## src/hw/rtl/via_pkg.sv

```systemverilog
package via_pkg;

  localparam int CW = 26;   // working width of offsets, extents and enclosures
  localparam int PW = 28;   // working width of exact corners
  localparam int NW = 14;   // signed cut count, may go well below zero
  localparam int DW = 17;   // magnitude of the per-axis dividend
  localparam int SW = 11;   // cut pitch, width plus spacing
  localparam int IW = 3;    // cut index, enough for the largest cut count
  localparam int IXW = 3;   // configuration register index
  localparam int CFG_DW = 60;

  typedef logic signed [CW-1:0] coord_t;
  typedef logic signed [NW-1:0] count_t;

  typedef struct packed {
    logic [11:0]        net;
    logic [7:0]         cut_layer;
    logic [7:0]         down_layer;
    logic [7:0]         up_layer;
    logic signed [23:0] pos_x;
    logic signed [23:0] pos_y;
    logic               flip_x;
    logic               flip_y;
    coord_t             off_x;
    coord_t             off_y;
    coord_t             wid_x;
    coord_t             wid_y;
    count_t             num_x;
    count_t             num_y;
    coord_t             dn_x;
    coord_t             dn_y;
    coord_t             up_x;
    coord_t             up_y;
    logic [9:0]         cut_w;
    logic [SW-1:0]      pitch;
  } via_job_t;

  // Exact corner: origin plus a distance taken in the axis direction.
  function automatic logic signed [PW-1:0] via_pt(logic signed [23:0] p, coord_t d,
                                                  logic flip);
    logic signed [PW-1:0] dd;
    dd = PW'(d);
    via_pt = PW'(p) + (flip ? -dd : dd);
  endfunction

endpackage

```

## src/hw/rtl/via_if.sv

```systemverilog
interface via_req_if;
  logic               valid;
  logic               ready;
  logic [11:0]        net_id;
  logic [1:0]         via_level;
  logic [15:0]        size_x;
  logic [15:0]        size_y;
  logic signed [23:0] origin_x;
  logic signed [23:0] origin_y;
  logic               flip_x;
  logic               flip_y;
  modport source(output valid, net_id, via_level, size_x, size_y, origin_x, origin_y,
                 flip_x, flip_y, input ready);
  modport sink(input valid, net_id, via_level, size_x, size_y, origin_x, origin_y,
               flip_x, flip_y, output ready);
endinterface

interface via_rect_if;
  logic               valid;
  logic               ready;
  logic [7:0]         layer_id;
  logic [11:0]        rect_net;
  logic signed [23:0] left_edge;
  logic signed [23:0] bottom_edge;
  logic signed [23:0] right_edge;
  logic signed [23:0] top_edge;
  logic               last_rect;
  modport source(output valid, layer_id, rect_net, left_edge, bottom_edge, right_edge,
                 top_edge, last_rect, input ready);
  modport sink(input valid, layer_id, rect_net, left_edge, bottom_edge, right_edge,
               top_edge, last_rect, output ready);
endinterface

```

## src/hw/rtl/via_front.sv

```systemverilog
module via_front import via_pkg::*; #(
  parameter int MAX_CUTS_PER_AXIS = 7,
  parameter int VIA_LEVELS = 3
) (
  input  logic             clk,
  input  logic             rst,
  input  logic             cfg_we,
  input  logic [IXW-1:0]   cfg_index,
  input  logic [CFG_DW-1:0] cfg_data,
  via_req_if.sink          req,
  output logic             push,
  output via_job_t         job,
  input  logic             full
);

  typedef enum logic [5:0] {
    S_IDLE = 6'b000001,
    S_DIV  = 6'b000010,
    S_NUM  = 6'b000100,
    S_WID  = 6'b001000,
    S_OFF  = 6'b010000,
    S_PUSH = 6'b100000
  } fstate_t;

  fstate_t state, state_next;

  logic [23:0] layers [VIA_LEVELS];
  logic [59:0] rules  [VIA_LEVELS];

  logic [11:0]        net;
  logic               lvl0;
  logic [15:0]        size [2];
  logic signed [23:0] pos  [2];
  logic               flip [2];
  logic [7:0]         cut_l, down_l, up_l;
  logic [9:0]         w, s, dnlo, dnhi, uplo, uphi;
  logic               zstep;
  logic [DW-1:0]      dvd [2];
  logic [SW-1:0]      rem [2];
  logic               neg [2];
  logic [4:0]         dcnt;
  count_t             num [2];
  coord_t             wid [2];

  logic [23:0]   sel_lay;
  logic [59:0]   sel_rul;
  logic [SW-1:0] step;
  logic          take;

  assign step = SW'(w) + SW'(s);
  assign req.ready = (state == S_IDLE);
  assign take = req.valid && req.ready;
  assign push = (state == S_PUSH) && !full;

  always_ff @(posedge clk) begin
    if (rst) begin
      for (int l = 0; l < VIA_LEVELS; l++) begin
        layers[l] <= '0;
        rules[l]  <= '0;
      end
    end else if (cfg_we) begin
      for (int l = 0; l < VIA_LEVELS; l++) begin
        if (cfg_index == IXW'(2 * l)) layers[l] <= cfg_data[23:0];
        if (cfg_index == IXW'(2 * l + 1)) rules[l] <= cfg_data[59:0];
      end
    end
  end

  always_comb begin
    sel_lay = '0;
    sel_rul = '0;
    for (int l = 0; l < VIA_LEVELS; l++) begin
      if (req.via_level == 2'(l)) begin
        sel_lay = layers[l];
        sel_rul = rules[l];
      end
    end
  end

  always_comb begin
    state_next = state;
    case (state)
      S_IDLE: if (take && 32'(req.via_level) < VIA_LEVELS) state_next = S_DIV;
      S_DIV:  if (dcnt == 5'(DW - 1)) state_next = S_NUM;
      S_NUM:  state_next = S_WID;
      S_WID:  state_next = S_OFF;
      S_OFF:  state_next = S_PUSH;
      S_PUSH: if (!full) state_next = S_IDLE;
      default: state_next = S_IDLE;
    endcase
  end

  always_ff @(posedge clk) begin
    if (rst) state <= S_IDLE;
    else state <= state_next;
  end

  // Datapath
  logic signed [18:0] numer [2];
  logic [SW:0]        trial [2];
  logic [DW-1:0]      qmag [2];
  count_t             num_next [2];
  coord_t             wid_next [2];
  coord_t             off_n [2];
  coord_t             diff [2];
  coord_t             nm, st, sv;

  always_comb begin
    for (int a = 0; a < 2; a++) begin
      numer[a] = 19'($signed({3'b0, (a == 0) ? req.size_x : req.size_y}))
               - 19'($signed({9'b0, sel_rul[9:0]}))
               - 19'($signed({8'b0, sel_rul[29:20], 1'b0}));
      trial[a] = {rem[a], dvd[a][DW-1]};
      qmag[a]  = zstep ? '0 : dvd[a];
      if (!neg[a]) begin
        if (qmag[a] >= DW'(MAX_CUTS_PER_AXIS)) num_next[a] = NW'(MAX_CUTS_PER_AXIS);
        else num_next[a] = NW'(qmag[a]) + NW'(1);
      end else begin
        num_next[a] = NW'(1) - NW'(qmag[a]);
      end
      nm = CW'(num[a]);
      st = CW'($signed({1'b0, step}));
      sv = CW'($signed({1'b0, s}));
      wid_next[a] = nm * st - sv;
      diff[a] = CW'($signed({1'b0, size[a]})) - wid[a];
      off_n[a] = (diff[a] > 0) ? (diff[a] >>> 1) : '0;
    end
  end

  always_ff @(posedge clk) begin
    if (rst) begin
      dcnt <= '0;
    end else begin
      case (state)
        S_IDLE: begin
          dcnt <= '0;
          if (take) begin
            net  <= req.net_id;
            lvl0 <= (req.via_level == 2'd0);
            size[0] <= req.size_x;
            size[1] <= req.size_y;
            pos[0]  <= req.origin_x;
            pos[1]  <= req.origin_y;
            flip[0] <= req.flip_x;
            flip[1] <= req.flip_y;
            cut_l  <= sel_lay[7:0];
            down_l <= sel_lay[15:8];
            up_l   <= sel_lay[23:16];
            w    <= sel_rul[9:0];
            s    <= sel_rul[19:10];
            dnlo <= sel_rul[29:20];
            dnhi <= sel_rul[39:30];
            uplo <= sel_rul[49:40];
            uphi <= sel_rul[59:50];
            zstep <= (sel_rul[19:0] == '0);
            for (int a = 0; a < 2; a++) begin
              neg[a] <= numer[a][18];
              dvd[a] <= numer[a][18] ? DW'(-numer[a]) : DW'(numer[a]);
              rem[a] <= '0;
            end
          end
        end
        S_DIV: begin
          dcnt <= dcnt + 5'd1;
          for (int a = 0; a < 2; a++) begin
            if (trial[a] >= {1'b0, step}) begin
              rem[a] <= SW'(trial[a] - {1'b0, step});
              dvd[a] <= {dvd[a][DW-2:0], 1'b1};
            end else begin
              rem[a] <= trial[a][SW-1:0];
              dvd[a] <= {dvd[a][DW-2:0], 1'b0};
            end
          end
        end
        S_NUM: for (int a = 0; a < 2; a++) num[a] <= num_next[a];
        S_WID: for (int a = 0; a < 2; a++) wid[a] <= wid_next[a];
        S_OFF: begin
          job.net        <= net;
          job.cut_layer  <= cut_l;
          job.down_layer <= down_l;
          job.up_layer   <= up_l;
          job.pos_x  <= pos[0];
          job.pos_y  <= pos[1];
          job.flip_x <= flip[0];
          job.flip_y <= flip[1];
          job.off_x  <= off_n[0];
          job.off_y  <= off_n[1];
          job.wid_x  <= wid[0];
          job.wid_y  <= wid[1];
          job.num_x  <= num[0];
          job.num_y  <= num[1];
          job.cut_w  <= w;
          job.pitch  <= step;
          if (off_n[0] < CW'($signed({1'b0, dnhi}))) begin
            job.dn_x <= CW'($signed({1'b0, dnhi}));
            job.dn_y <= lvl0 ? off_n[1] : CW'($signed({1'b0, dnlo}));
          end else begin
            job.dn_x <= CW'($signed({1'b0, dnlo}));
            job.dn_y <= lvl0 ? off_n[1] : CW'($signed({1'b0, dnhi}));
          end
          if (off_n[0] < CW'($signed({1'b0, uphi}))) begin
            job.up_x <= CW'($signed({1'b0, uphi}));
            job.up_y <= CW'($signed({1'b0, uplo}));
          end else begin
            job.up_x <= CW'($signed({1'b0, uplo}));
            job.up_y <= CW'($signed({1'b0, uphi}));
          end
        end
        default: ;
      endcase
    end
  end

endmodule

```

## src/hw/rtl/via_queue.sv

```systemverilog
module via_queue import via_pkg::*; (
  input  logic     clk,
  input  logic     rst,
  input  logic     push,
  input  via_job_t wr_job,
  output logic     full,
  input  logic     pop,
  output via_job_t rd_job,
  output logic     empty
);

  via_job_t   slot [2];
  logic       wp, rp;
  logic [1:0] cnt;

  assign full   = (cnt == 2'd2);
  assign empty  = (cnt == 2'd0);
  assign rd_job = slot[rp];

  always_ff @(posedge clk) begin
    if (push) slot[wp] <= wr_job;
  end

  always_ff @(posedge clk) begin
    if (rst) begin
      wp  <= 1'b0;
      rp  <= 1'b0;
      cnt <= '0;
    end else begin
      if (push) wp <= ~wp;
      if (pop) rp <= ~rp;
      cnt <= cnt + 2'(push) - 2'(pop);
    end
  end

endmodule

```

## src/hw/rtl/via_back.sv

```systemverilog
module via_back import via_pkg::*; #(
  parameter int MAX_CUTS_PER_AXIS = 7
) (
  input  logic       clk,
  input  logic       rst,
  input  logic       empty,
  input  via_job_t   rd_job,
  output logic       pop,
  via_rect_if.source rect
);

  typedef enum logic [3:0] {
    S_IDLE  = 4'b0001,
    S_LOWER = 4'b0010,
    S_CUTS  = 4'b0100,
    S_UPPER = 4'b1000
  } bstate_t;

  bstate_t  state;
  via_job_t jb;
  coord_t   cx, cy;
  logic [IW-1:0] ci, cj;

  logic   room;
  logic   emit;
  coord_t a0x, a1x, a0y, a1y;
  logic [7:0] lay;
  logic signed [PW-1:0] x0, x1, y0, y1;
  logic   col_end, row_end;

  assign room = !rect.valid || rect.ready;
  assign emit = (state != S_IDLE) && room;
  assign pop  = (state == S_IDLE) && !empty;
  assign col_end = (NW'(cj) == jb.num_y - NW'(1));
  assign row_end = (NW'(ci) == jb.num_x - NW'(1));

  always_comb begin
    case (state)
      S_LOWER: begin
        a0x = jb.off_x - jb.dn_x;
        a1x = jb.off_x + jb.wid_x + jb.dn_x;
        a0y = jb.off_y - jb.dn_y;
        a1y = jb.off_y + jb.wid_y + jb.dn_y;
        lay = jb.down_layer;
      end
      S_CUTS: begin
        a0x = cx;
        a1x = cx + CW'($signed({1'b0, jb.cut_w}));
        a0y = cy;
        a1y = cy + CW'($signed({1'b0, jb.cut_w}));
        lay = jb.cut_layer;
      end
      default: begin
        a0x = jb.off_x - jb.up_x;
        a1x = jb.off_x + jb.wid_x + jb.up_x;
        a0y = jb.off_y - jb.up_y;
        a1y = jb.off_y + jb.wid_y + jb.up_y;
        lay = jb.up_layer;
      end
    endcase
    x0 = via_pt(jb.pos_x, a0x, jb.flip_x);
    x1 = via_pt(jb.pos_x, a1x, jb.flip_x);
    y0 = via_pt(jb.pos_y, a0y, jb.flip_y);
    y1 = via_pt(jb.pos_y, a1y, jb.flip_y);
  end

  always_ff @(posedge clk) begin
    if (rst) begin
      state <= S_IDLE;
      rect.valid <= 1'b0;
    end else begin
      // Hold a refused item, drop a taken one, raise on a new one
      rect.valid <= emit || (rect.valid && !rect.ready);
      case (state)
        S_IDLE: if (!empty) begin
          jb <= rd_job;
          state <= S_LOWER;
        end
        S_LOWER: if (room) begin
          cx <= jb.off_x;
          cy <= jb.off_y;
          ci <= '0;
          cj <= '0;
          state <= (jb.num_x > 0 && jb.num_y > 0) ? S_CUTS : S_UPPER;
        end
        S_CUTS: if (room) begin
          if (col_end) begin
            cj <= '0;
            cy <= jb.off_y;
            if (row_end) state <= S_UPPER;
            else begin
              ci <= ci + IW'(1);
              cx <= cx + CW'($signed({1'b0, jb.pitch}));
            end
          end else begin
            cj <= cj + IW'(1);
            cy <= cy + CW'($signed({1'b0, jb.pitch}));
          end
        end
        S_UPPER: if (room) begin
          state <= S_IDLE;
        end
        default: state <= S_IDLE;
      endcase
    end
  end

  // Output payload: normalize corners, then wrap to 24 bits
  always_ff @(posedge clk) begin
    if (emit) begin
      rect.layer_id    <= lay;
      rect.rect_net    <= jb.net;
      rect.left_edge   <= (x1 < x0) ? x1[23:0] : x0[23:0];
      rect.right_edge  <= (x1 < x0) ? x0[23:0] : x1[23:0];
      rect.bottom_edge <= (y1 < y0) ? y1[23:0] : y0[23:0];
      rect.top_edge    <= (y1 < y0) ? y0[23:0] : y1[23:0];
      rect.last_rect   <= (state == S_UPPER);
    end
  end

  a_pop_idle: assert property (@(posedge clk) disable iff (rst)
    pop |-> state == S_IDLE) else $error("job taken while busy");
  a_cuts_pos: assert property (@(posedge clk) disable iff (rst)
    state == S_CUTS |-> jb.num_x > 0 && jb.num_y > 0) else $error("cut with no cuts");
  a_cut_range: assert property (@(posedge clk) disable iff (rst)
    state == S_CUTS |-> 32'(ci) < MAX_CUTS_PER_AXIS && 32'(cj) < MAX_CUTS_PER_AXIS)
    else $error("cut index out of range");

endmodule

```

## src/hw/rtl/via_array_generator.sv

```systemverilog
// Via array generator.
// A request enters on req (valid/ready); each result rectangle leaves on rect
// (valid/ready). An item is taken at a clock edge where valid and ready are both high.
// Registers are written through cfg_we/cfg_index/cfg_data, index 2L for the layers
// and 2L+1 for the rules of level L; write only while the block is idle.
// The front takes a request, divides both axes at once in a bit-serial divider,
// then works out cut count, array extent, and centring offset with enclosure swaps
// in turn, and finally hands the job to a two-entry queue.
// The front accepts its next request as soon as the job is queued, and takes no
// new request before then.
// The back emits one rectangle per cycle while the receiver keeps up: lower layer,
// cuts with x outer and y inner, then upper layer with last_rect set; it fetches
// each job from the queue while idle. A request with an unknown level gives no
// rectangles and is dropped by the front.
// A stalled receiver holds the output register; the back then waits, the queue
// fills and the front holds req.ready low once it has a job it cannot queue.
// Synchronous reset clears the configuration registers to zero, empties the queue
// and returns both state machines to idle with no rectangle pending.
module via_array_generator import via_pkg::*; #(
  parameter int MAX_CUTS_PER_AXIS = 7,
  parameter int VIA_LEVELS = 3
) (
  input  logic              clk,
  input  logic              rst,
  input  logic              cfg_we,
  input  logic [IXW-1:0]    cfg_index,
  input  logic [CFG_DW-1:0] cfg_data,
  via_req_if.sink           req,
  via_rect_if.source        rect
);

  via_job_t wr_job, rd_job;
  logic     push, full, pop, empty;

  // Accept, divide and classify
  via_front #(.MAX_CUTS_PER_AXIS(MAX_CUTS_PER_AXIS), .VIA_LEVELS(VIA_LEVELS)) u_front (
    .clk, .rst, .cfg_we, .cfg_index, .cfg_data, .req,
    .push, .job(wr_job), .full
  );

  // Decouple front and back
  via_queue u_queue (
    .clk, .rst, .push, .wr_job, .full, .pop, .rd_job, .empty
  );

  // Walk the rectangles of one job
  via_back #(.MAX_CUTS_PER_AXIS(MAX_CUTS_PER_AXIS)) u_back (
    .clk, .rst, .empty, .rd_job, .pop, .rect
  );

endmodule

```

## src/flat_wrapper.sv

```systemverilog
// flat-port wrapper written by rule: the top's interface ports become plain ports
module via_array_generator_flat import via_pkg::*;
#(
  parameter int MAX_CUTS_PER_AXIS = 7,
  parameter int VIA_LEVELS = 3
)
  (clk, rst, cfg_we, cfg_index, cfg_data, req_valid, req_net_id, req_via_level, req_size_x, req_size_y, req_origin_x, req_origin_y, req_flip_x, req_flip_y, req_ready, rect_valid, rect_layer_id, rect_rect_net, rect_left_edge, rect_bottom_edge, rect_right_edge, rect_top_edge, rect_last_rect, rect_ready);
  via_req_if req_i ();
  via_rect_if rect_i ();
  input  logic clk;
  input  logic rst;
  input  logic cfg_we;
  input  logic [IXW-1:0] cfg_index;
  input  logic [CFG_DW-1:0] cfg_data;
  input wire logic [$bits(req_i.valid)-1:0] req_valid;
  input wire logic [$bits(req_i.net_id)-1:0] req_net_id;
  input wire logic [$bits(req_i.via_level)-1:0] req_via_level;
  input wire logic [$bits(req_i.size_x)-1:0] req_size_x;
  input wire logic [$bits(req_i.size_y)-1:0] req_size_y;
  input wire logic [$bits(req_i.origin_x)-1:0] req_origin_x;
  input wire logic [$bits(req_i.origin_y)-1:0] req_origin_y;
  input wire logic [$bits(req_i.flip_x)-1:0] req_flip_x;
  input wire logic [$bits(req_i.flip_y)-1:0] req_flip_y;
  output wire logic [$bits(req_i.ready)-1:0] req_ready;
  output wire logic [$bits(rect_i.valid)-1:0] rect_valid;
  output wire logic [$bits(rect_i.layer_id)-1:0] rect_layer_id;
  output wire logic [$bits(rect_i.rect_net)-1:0] rect_rect_net;
  output wire logic [$bits(rect_i.left_edge)-1:0] rect_left_edge;
  output wire logic [$bits(rect_i.bottom_edge)-1:0] rect_bottom_edge;
  output wire logic [$bits(rect_i.right_edge)-1:0] rect_right_edge;
  output wire logic [$bits(rect_i.top_edge)-1:0] rect_top_edge;
  output wire logic [$bits(rect_i.last_rect)-1:0] rect_last_rect;
  input wire logic [$bits(rect_i.ready)-1:0] rect_ready;
  assign req_i.valid = req_valid;
  assign req_i.net_id = req_net_id;
  assign req_i.via_level = req_via_level;
  assign req_i.size_x = req_size_x;
  assign req_i.size_y = req_size_y;
  assign req_i.origin_x = req_origin_x;
  assign req_i.origin_y = req_origin_y;
  assign req_i.flip_x = req_flip_x;
  assign req_i.flip_y = req_flip_y;
  assign req_ready = req_i.ready;
  assign rect_valid = rect_i.valid;
  assign rect_layer_id = rect_i.layer_id;
  assign rect_rect_net = rect_i.rect_net;
  assign rect_left_edge = rect_i.left_edge;
  assign rect_bottom_edge = rect_i.bottom_edge;
  assign rect_right_edge = rect_i.right_edge;
  assign rect_top_edge = rect_i.top_edge;
  assign rect_last_rect = rect_i.last_rect;
  assign rect_i.ready = rect_ready;
  via_array_generator #(.MAX_CUTS_PER_AXIS(MAX_CUTS_PER_AXIS), .VIA_LEVELS(VIA_LEVELS)) u_core (.clk(clk), .rst(rst), .cfg_we(cfg_we), .cfg_index(cfg_index), .cfg_data(cfg_data), .req(req_i), .rect(rect_i));
endmodule
```

## config.mk

```make
export PLATFORM = sky130hd
export DESIGN_NAME = via_array_generator_flat
export DESIGN_NICKNAME = d
export VERILOG_FILES = /design/src/hw/rtl/via_pkg.sv /design/src/hw/rtl/via_if.sv /design/src/hw/rtl/via_front.sv /design/src/hw/rtl/via_queue.sv /design/src/hw/rtl/via_back.sv /design/src/hw/rtl/via_array_generator.sv /design/src/flat_wrapper.sv
export SDC_FILE = /design/constraint.sdc
export NUM_CORES = 2
export LEC_CHECK = 0
export BUFFER_PORTS_ARGS = -buffer_cell sky130_fd_sc_hd__buf_2
export CAP_MARGIN = 30
export CORE_UTILIZATION = 30
export DETAILED_ROUTE_END_ITERATION = 8
export SETUP_SLACK_MARGIN = 0.05
export SKIP_LAST_GASP = 1
export SLEW_MARGIN = 20
export SYNTH_ARGS = -nofsm -noshare
export SYNTH_HDL_FRONTEND = slang
export SYNTH_SLANG_ARGS = --single-unit
```

## constraint.sdc

```tcl
create_clock -name clk -period 16.5 [get_ports clk]
set_input_delay 1.65 -clock clk [delete_from_list [all_inputs] [get_ports clk]]
set_output_delay 1.65 -clock clk [all_outputs]
set_load 0.1 [all_outputs]
```

**Word level (Yosys, flattened, before mapping)**

Memories as Yosys holds them, arrays and structs flattened. A register that Yosys moved wholly into a read port is not among the register bits.
Index checks and enable logic that the tools add are counted.

- Muxes and demuxes: 131
- Bitwise gates (word level): 18
- Multiply operators: 2
- Add/sub/neg operators: 46
- Reductions and logical operators: 26
- Eq/ne operators: 32
- $lt $le $gt $ge: 13

Operator list:

| cell | count |
|---|---|
| $mux 60 | 6 |
| $pmux 26 s2 | 6 |
| $mux 24 | 10 |
| $mux 26 | 7 |
| $add 26x26->26 | 6 |
| $mux 17 | 8 |
| $add 24x28->28 | 4 |
| $mux 28 | 4 |
| $neg 26->28 | 4 |
| $sub 26x26->26 | 4 |
| $mux 25 | 4 |
| $mux 36 | 2 |
| $lt 28x28->1 | 2 |
| $mux 14 | 4 |
| $mux 1 | 54 |
| $add 26x11->26 | 2 |
| $add 26x12->26 | 2 |
| $gt 26x1->1 const B | 2 |
| $mul 14x12->26 | 2 |
| $sub 17x26->26 | 2 |
| $sub 26x11->26 | 2 |
| $lt 25x10->1 | 2 |
| $mux 11 | 4 |
| $pmux 6 s6 | 1 |
| 56 further kinds | 124 |

- Register bits: 586
- Bits in writable memories: 1158
- Output and inout bits: 119
- Logic and storage cells: 325
- Memories kept: 11
- Input port bits: 164

Memory list:

| name | depth | width | read ports | clocked after memory_dff | write ports | line | source |
|---|---|---|---|---|---|---|---|
| u_core.u_queue.slot | 2 | 343 | 1 | 1 | 1 | via_queue.sv:12 | `via_job_t slot [2];` |
| u_core.u_front.rules | 3 | 60 | 3 | 0 | 3 | via_front.sv:28 | `logic [59:0] rules [VIA_LEVELS];` |
| u_core.u_front.layers | 3 | 24 | 3 | 0 | 3 | via_front.sv:27 | `logic [23:0] layers [VIA_LEVELS];` |
| u_core.u_front.wid | 2 | 26 | 2 | 0 | 2 | via_front.sv:43 | `coord_t wid [2];` |
| u_core.u_front.pos | 2 | 24 | 2 | 2 | 2 | via_front.sv:33 | `logic signed [23:0] pos [2];` |
| u_core.u_front.dvd | 2 | 17 | 2 | 0 | 2 | via_front.sv:38 | `logic [DW-1:0] dvd [2];` |
| 5 more memories | -- | -- | -- | -- | -- | -- |  |

**Logic depth before layout (Yosys ltp)**

- Depth in word-level cells: 10
- Mapped depth: 46
- Gate-level depth less buffers: 43

**By module**

A second synthesis with hierarchy kept.

- Cell total of the unflattened synthesis: 9121
- Area, all modules: 115696.0 µm²

Modules (own cells, without submodules):

| module | times used | area an instance (µm²) | cells an instance | seq. area each (µm²) |
|---|---|---|---|---|
| via_front | 1 | 51105.3 | 4254 | 26095.0 |
| via_back | 1 | 38514.4 | 3779 | 15655.0 |
| via_queue | 1 | 26076.3 | 1088 | 20699.9 |

**Worst setup path before layout**

OpenSTA, ideal clock, no wires.

- Kind: input to register
- From: input port rst
- To: register u_core.u_back.jb[0] in the netlist's numbering (enable)
- Buffers on the path: 2
- Arrival time: 14172 ps
- Required time: 15547 ps
- Setup slack: 1375 ps
- Cell stages on the path: 3
- Setup time: 953 ps
- Cell sequence: clkbuf_1 -> buf_1 -> nor2_1

- Word-level cells in the longest chain between the ends: 2

RTL lines:

| item | line | source |
|---|---|---|
| start: declaration | flat_wrapper.sv:11 | `input logic rst;` |
| $not 1->1 (no source line) | -- |  |
| $reduce_and 3->1 (no source line) | -- |  |
| end signal: assignment | via_back.sv:76 | `jb <= rd_job;` |
| end: declaration | via_back.sv:20 | `via_job_t jb;` |

No other way between the ends.
A chain may end at the register's enable or synchronous reset.

**Final worst setup path**

- From: register u_core.u_back.state[1]
- To: register u_core.u_back.rect.bottom_edge[0] (data pin)

- Word-level cells in the longest chain between the ends: 7
- Elaborated cells on any way between the ends: 12
- Those cells by class: add/sub (4); order compare (1); eq/ne (2); mux (5)

RTL lines:

| item | line | source |
|---|---|---|
| start: declaration | via_back.sv:19 | `bstate_t state;` |
| start signal: assignment | via_back.sv:84 | `state <= (jb.num_x > 0 && jb.num_y > 0) ? S_CUTS : S_UPPER;` |
| $eq 4x3->1 or $eq 4x2->1 (tied branches) | via_back.sv:38 | `case (state)` |
| $pmux 26 s2 | via_back.sv:38 |  |
| $neg 26->28 | via_pkg.sv:43 | `via_pt = PW'(p) + (flip ? -dd : dd);` |
| $mux 28 | via_pkg.sv:43 |  |
| $add 24x28->28 | via_pkg.sv:43 |  |
| $lt 28x28->1 | via_back.sv:115 | `rect.bottom_edge <= (y1 < y0) ? y1[23:0] : y0[23:0];` |
| $mux 24 * | via_back.sv:115 |  |
| end signal: assignment | via_back.sv:115 |  |
| end: declaration | via_if.sv:28 | `modport source(output valid, layer_id, rect_net, left_edge, bottom_edge, right_edge,` |

Every way passes the cells marked *; elsewhere a longest branch is shown, timed or not.

==> out/metrics.cfg <==
[run_status]
status = completed

[final_layout]
area_growth_pct = 13.4
stdcell_count = 13829
fill_cells = 34354
nNetsFinal = 10005
post-route-util = 0.342
drive_gt1_frac = 0.129

[grt]
grt-ovfl-total = 0
antenna_found_initial = 33
grt_first_pass_wirelength_um = 421000
grtUsageMet1 = 0.209
grtUsageTotal = 0.154
grt.met3_usage = 0.0238
grt_pass1_vias = 68319
grt_max_degree = 151
top_usage_layer = met2
use_met2 = 0.249

[logic_synthesis]
syn_inst = 8598
synth_edf_count = 1912
yosys_warnings = 0
netlist_area_mm2 = 0.107
synth.avg_cell_area_um2 = 12.4
synth-seq-cells = 1933
yosysUniqueCellTypes = 111
synth_ff_type = edfxtp_1
seq_area_frac_synth = 0.543
ys_async_sr_fraction = 0

[timing]
setup_tns_ps = 0
finalSetupViolations = 0
slew_viol_final = 0
fmax_ghz = 0.0964
fin_skew_ps = 120
maxSlewHeadroom = 0.225
tightest_slew_ps = 1160
hold_viol = 0
rsz0062_at_grt = no
period_needed_ps = 10370
fin_crit_sh = 0.629

[clock_tree]
clockBufferDepth = 4
htreeDepth = 4
clk_pin_slew_ps = 60
cts.sinks = 1933
postCtsSetupRepairBufs = 0
cts_buffers = 210
hold_buffers = 0
clk_latency_ps = 910
cts.repair.resized = 0
clock-root-buffer = clkbuf_16
tritoncts = yes

[hold_path]
min_from = u_core.u_front.job[147]
holdPathStages = 0
hold_path.class = flip-flop to flip-flop

[detailed_routing]
via_per_inst = 4.83
postRouteWirelength_um = 280000
drcViolationCount = 0
wl_per_cell_um = 20.2
ant_nets = 0
drtIter0Drc = 4946
firstDrtPassIters = 6
dr_total_vias = 66825

[worst_setup_path]
ff2ff_path_depth = 32
max_stage_delay_ps = 830
critical_path_arrival_ps = 10910
r2r_start = u_core.u_back.state[1]
slowest_stage = a221oi_1
cpMostUsedCell = a21oi_1
crit_path_start_kind = flip-flop
crit_path_max_fanout = 45
end_kind = flip-flop
critPathKind = flip-flop to flip-flop
worstPathRequired_ps = 17040
worstSetupStartpoint = u_core.u_back.state[1]

[die]
initial_core_util = 0.302
die_area_mm2 = 0.358
num_rows = 218
die_x_um = 598
core_mm2 = 0.353
dieHeight_um = 598
num_io_pins = 283

[placed_design]
gp_congestion = 0.892
place_hpwl_um = 207000
portBuffers = 282
placed_cells = 13434

[flow_run]
maxCapViolCount = 0

worst max-delay path: cells and delay by family (launching register included):
kind / cells / cell delay (ps)
DFF: 1 / 430
AOI/OAI and AO/OA: 16 / 4310
and+or+nand+nor: 5 / 1120
buffers and inverters: 4 / 1400
xor gates and xnor gates: 2 / 560
adders and majority gates: 3 / 1000
muxes: 2 / 1040
logic make-up after synthesis:
family	synth area share
other cells	0.0000352
buf+inv	0.0359
xor+xnor	0.0483
flops	0.543
compound gates	0.0867
simple gates	0.0965
fa+ha+maj	0.133
mux	0.0574
layout make-up:
type	count	area, um^2	share of cell area
Timing Repair Buffer	365	2190	0.0181
Antenna cell	6	15.0	0.000124
Clock inverter	133	1350	0.0112
Tap cell	4730	5920	0.0490
Sequential cell	1933	57800	0.479
Clock buffer	252	5530	0.0457
Inverter	753	2830	0.0234
Multi-Input combinational cell	5657	45200	0.374
sequential cells by signal, indices dropped and copies added (netlist names), 12 cells and up:
| register | flops |
|---|---|
| u_core.u_front.wid | 52 |
| u_core.u_front.size | 32 |
| u_core.u_back.cy | 26 |
| u_core.u_front.rem | 22 |
| u_core.u_back.rect.right_edge | 24 |
| u_core.u_front.job | 292 |
| u_core.u_back.rect.left_edge | 24 |
| u_core.u_back.cx | 26 |
| u_core.u_queue.slot | 584 |
| u_core.u_back.rect.rect_net | 12 |
| u_core.u_front.dvd | 34 |
| u_core.u_front.num | 28 |
| u_core.u_back.rect.bottom_edge | 24 |
| u_core.u_front.rules | 180 |
| u_core.u_back.jb | 292 |
| u_core.u_back.rect.top_edge | 24 |
| u_core.u_front.layers | 72 |
| u_core.u_front.net | 12 |
| u_core.u_front.pos | 48 |
cell usage in the layout (no fill, tap or decap), drive strengths merged, types with 149 or more instances in the layout:
cell	synthesis	final
xor2	190	190
ha	572	572
buf	45	365
nor2	463	463
xnor2	384	384
nand2	683	683
o21ai	462	462
a21oi	357	357
fa	349	349
mux2i	159	159
edfxtp	1912	1912
and2	253	253
inv	752	764
mux2	402	402
nor3	149	149
clkbuf	212	252
synth_stat cells, drive strengths merged (15+ instances only):
| cell type | instances | share of area |
|---|---|---|
| nand2 | 683 | 0.024 |
| o211ai | 37 | 0.0026 |
| ha | 572 | 0.067 |
| a211oi | 43 | 0.0032 |
| nand2b | 72 | 0.0042 |
| inv | 752 | 0.026 |
| nand3 | 119 | 0.0056 |
| a31o | 16 | 0.0013 |
| or3 | 56 | 0.0033 |
| nand4 | 49 | 0.0029 |
| nor4 | 32 | 0.0019 |
| mux2i | 159 | 0.015 |
| a21boi | 38 | 0.0027 |
| nor2 | 463 | 0.016 |
| or4 | 15 | 0.0011 |
| a21oi | 357 | 0.017 |
| o21a | 86 | 0.0061 |
| xor2 | 190 | 0.016 |
| xnor2 | 384 | 0.032 |
| o21bai | 52 | 0.0037 |
| a31oi | 47 | 0.0028 |
| clkbuf | 212 | 0.0075 |
| o21ai | 462 | 0.022 |
| and3 | 50 | 0.0030 |
| o31ai | 48 | 0.0034 |
| a21o | 120 | 0.0085 |
| and2 | 253 | 0.015 |
| mux2 | 402 | 0.042 |
| buf | 45 | 0.0019 |
| dfxtp | 21 | 0.0039 |
| nor3 | 149 | 0.0072 |
| o41ai | 18 | 0.0016 |
| fa | 349 | 0.066 |
| nor2b | 86 | 0.0050 |
| or2 | 27 | 0.0016 |
| nand3b | 15 | 0.0011 |
| o22ai | 16 | 0.00094 |
| edfxtp | 1912 | 0.54 |
layer usage:
layer  routed length [um]  share of wire
met1               128000           0.46
met3                15000          0.054
met5                  169        0.00060
met4                 9340          0.033
met2               128000           0.46
final timing paths:
| check | end | slack [ps] |
|---|---|---|
| max | u_core.u_back.rect.bottom_edge[0] | 6130 |
| max reg2reg | u_core.u_back.rect.bottom_edge[0] | 6130 |
| min | u_core.u_queue.slot[1][115] | 410 |
| min reg2reg | u_core.u_queue.slot[1][115] | 410 |
per-stage QoR:
stage                     area, um^2  setup WS, ps  hold WS (ps)
after global routing          121000          5400           417
after global placement        114000          6470           400
after CTS                     121000          6160           399
after floorplan               107000          1380           400
after detailed placement      114000          6360           405
final                         121000          6130           408
Power is left out: the tool's default activity adds up to more than one toggle a clock period on the data nets, which glitch-free logic cannot reach.
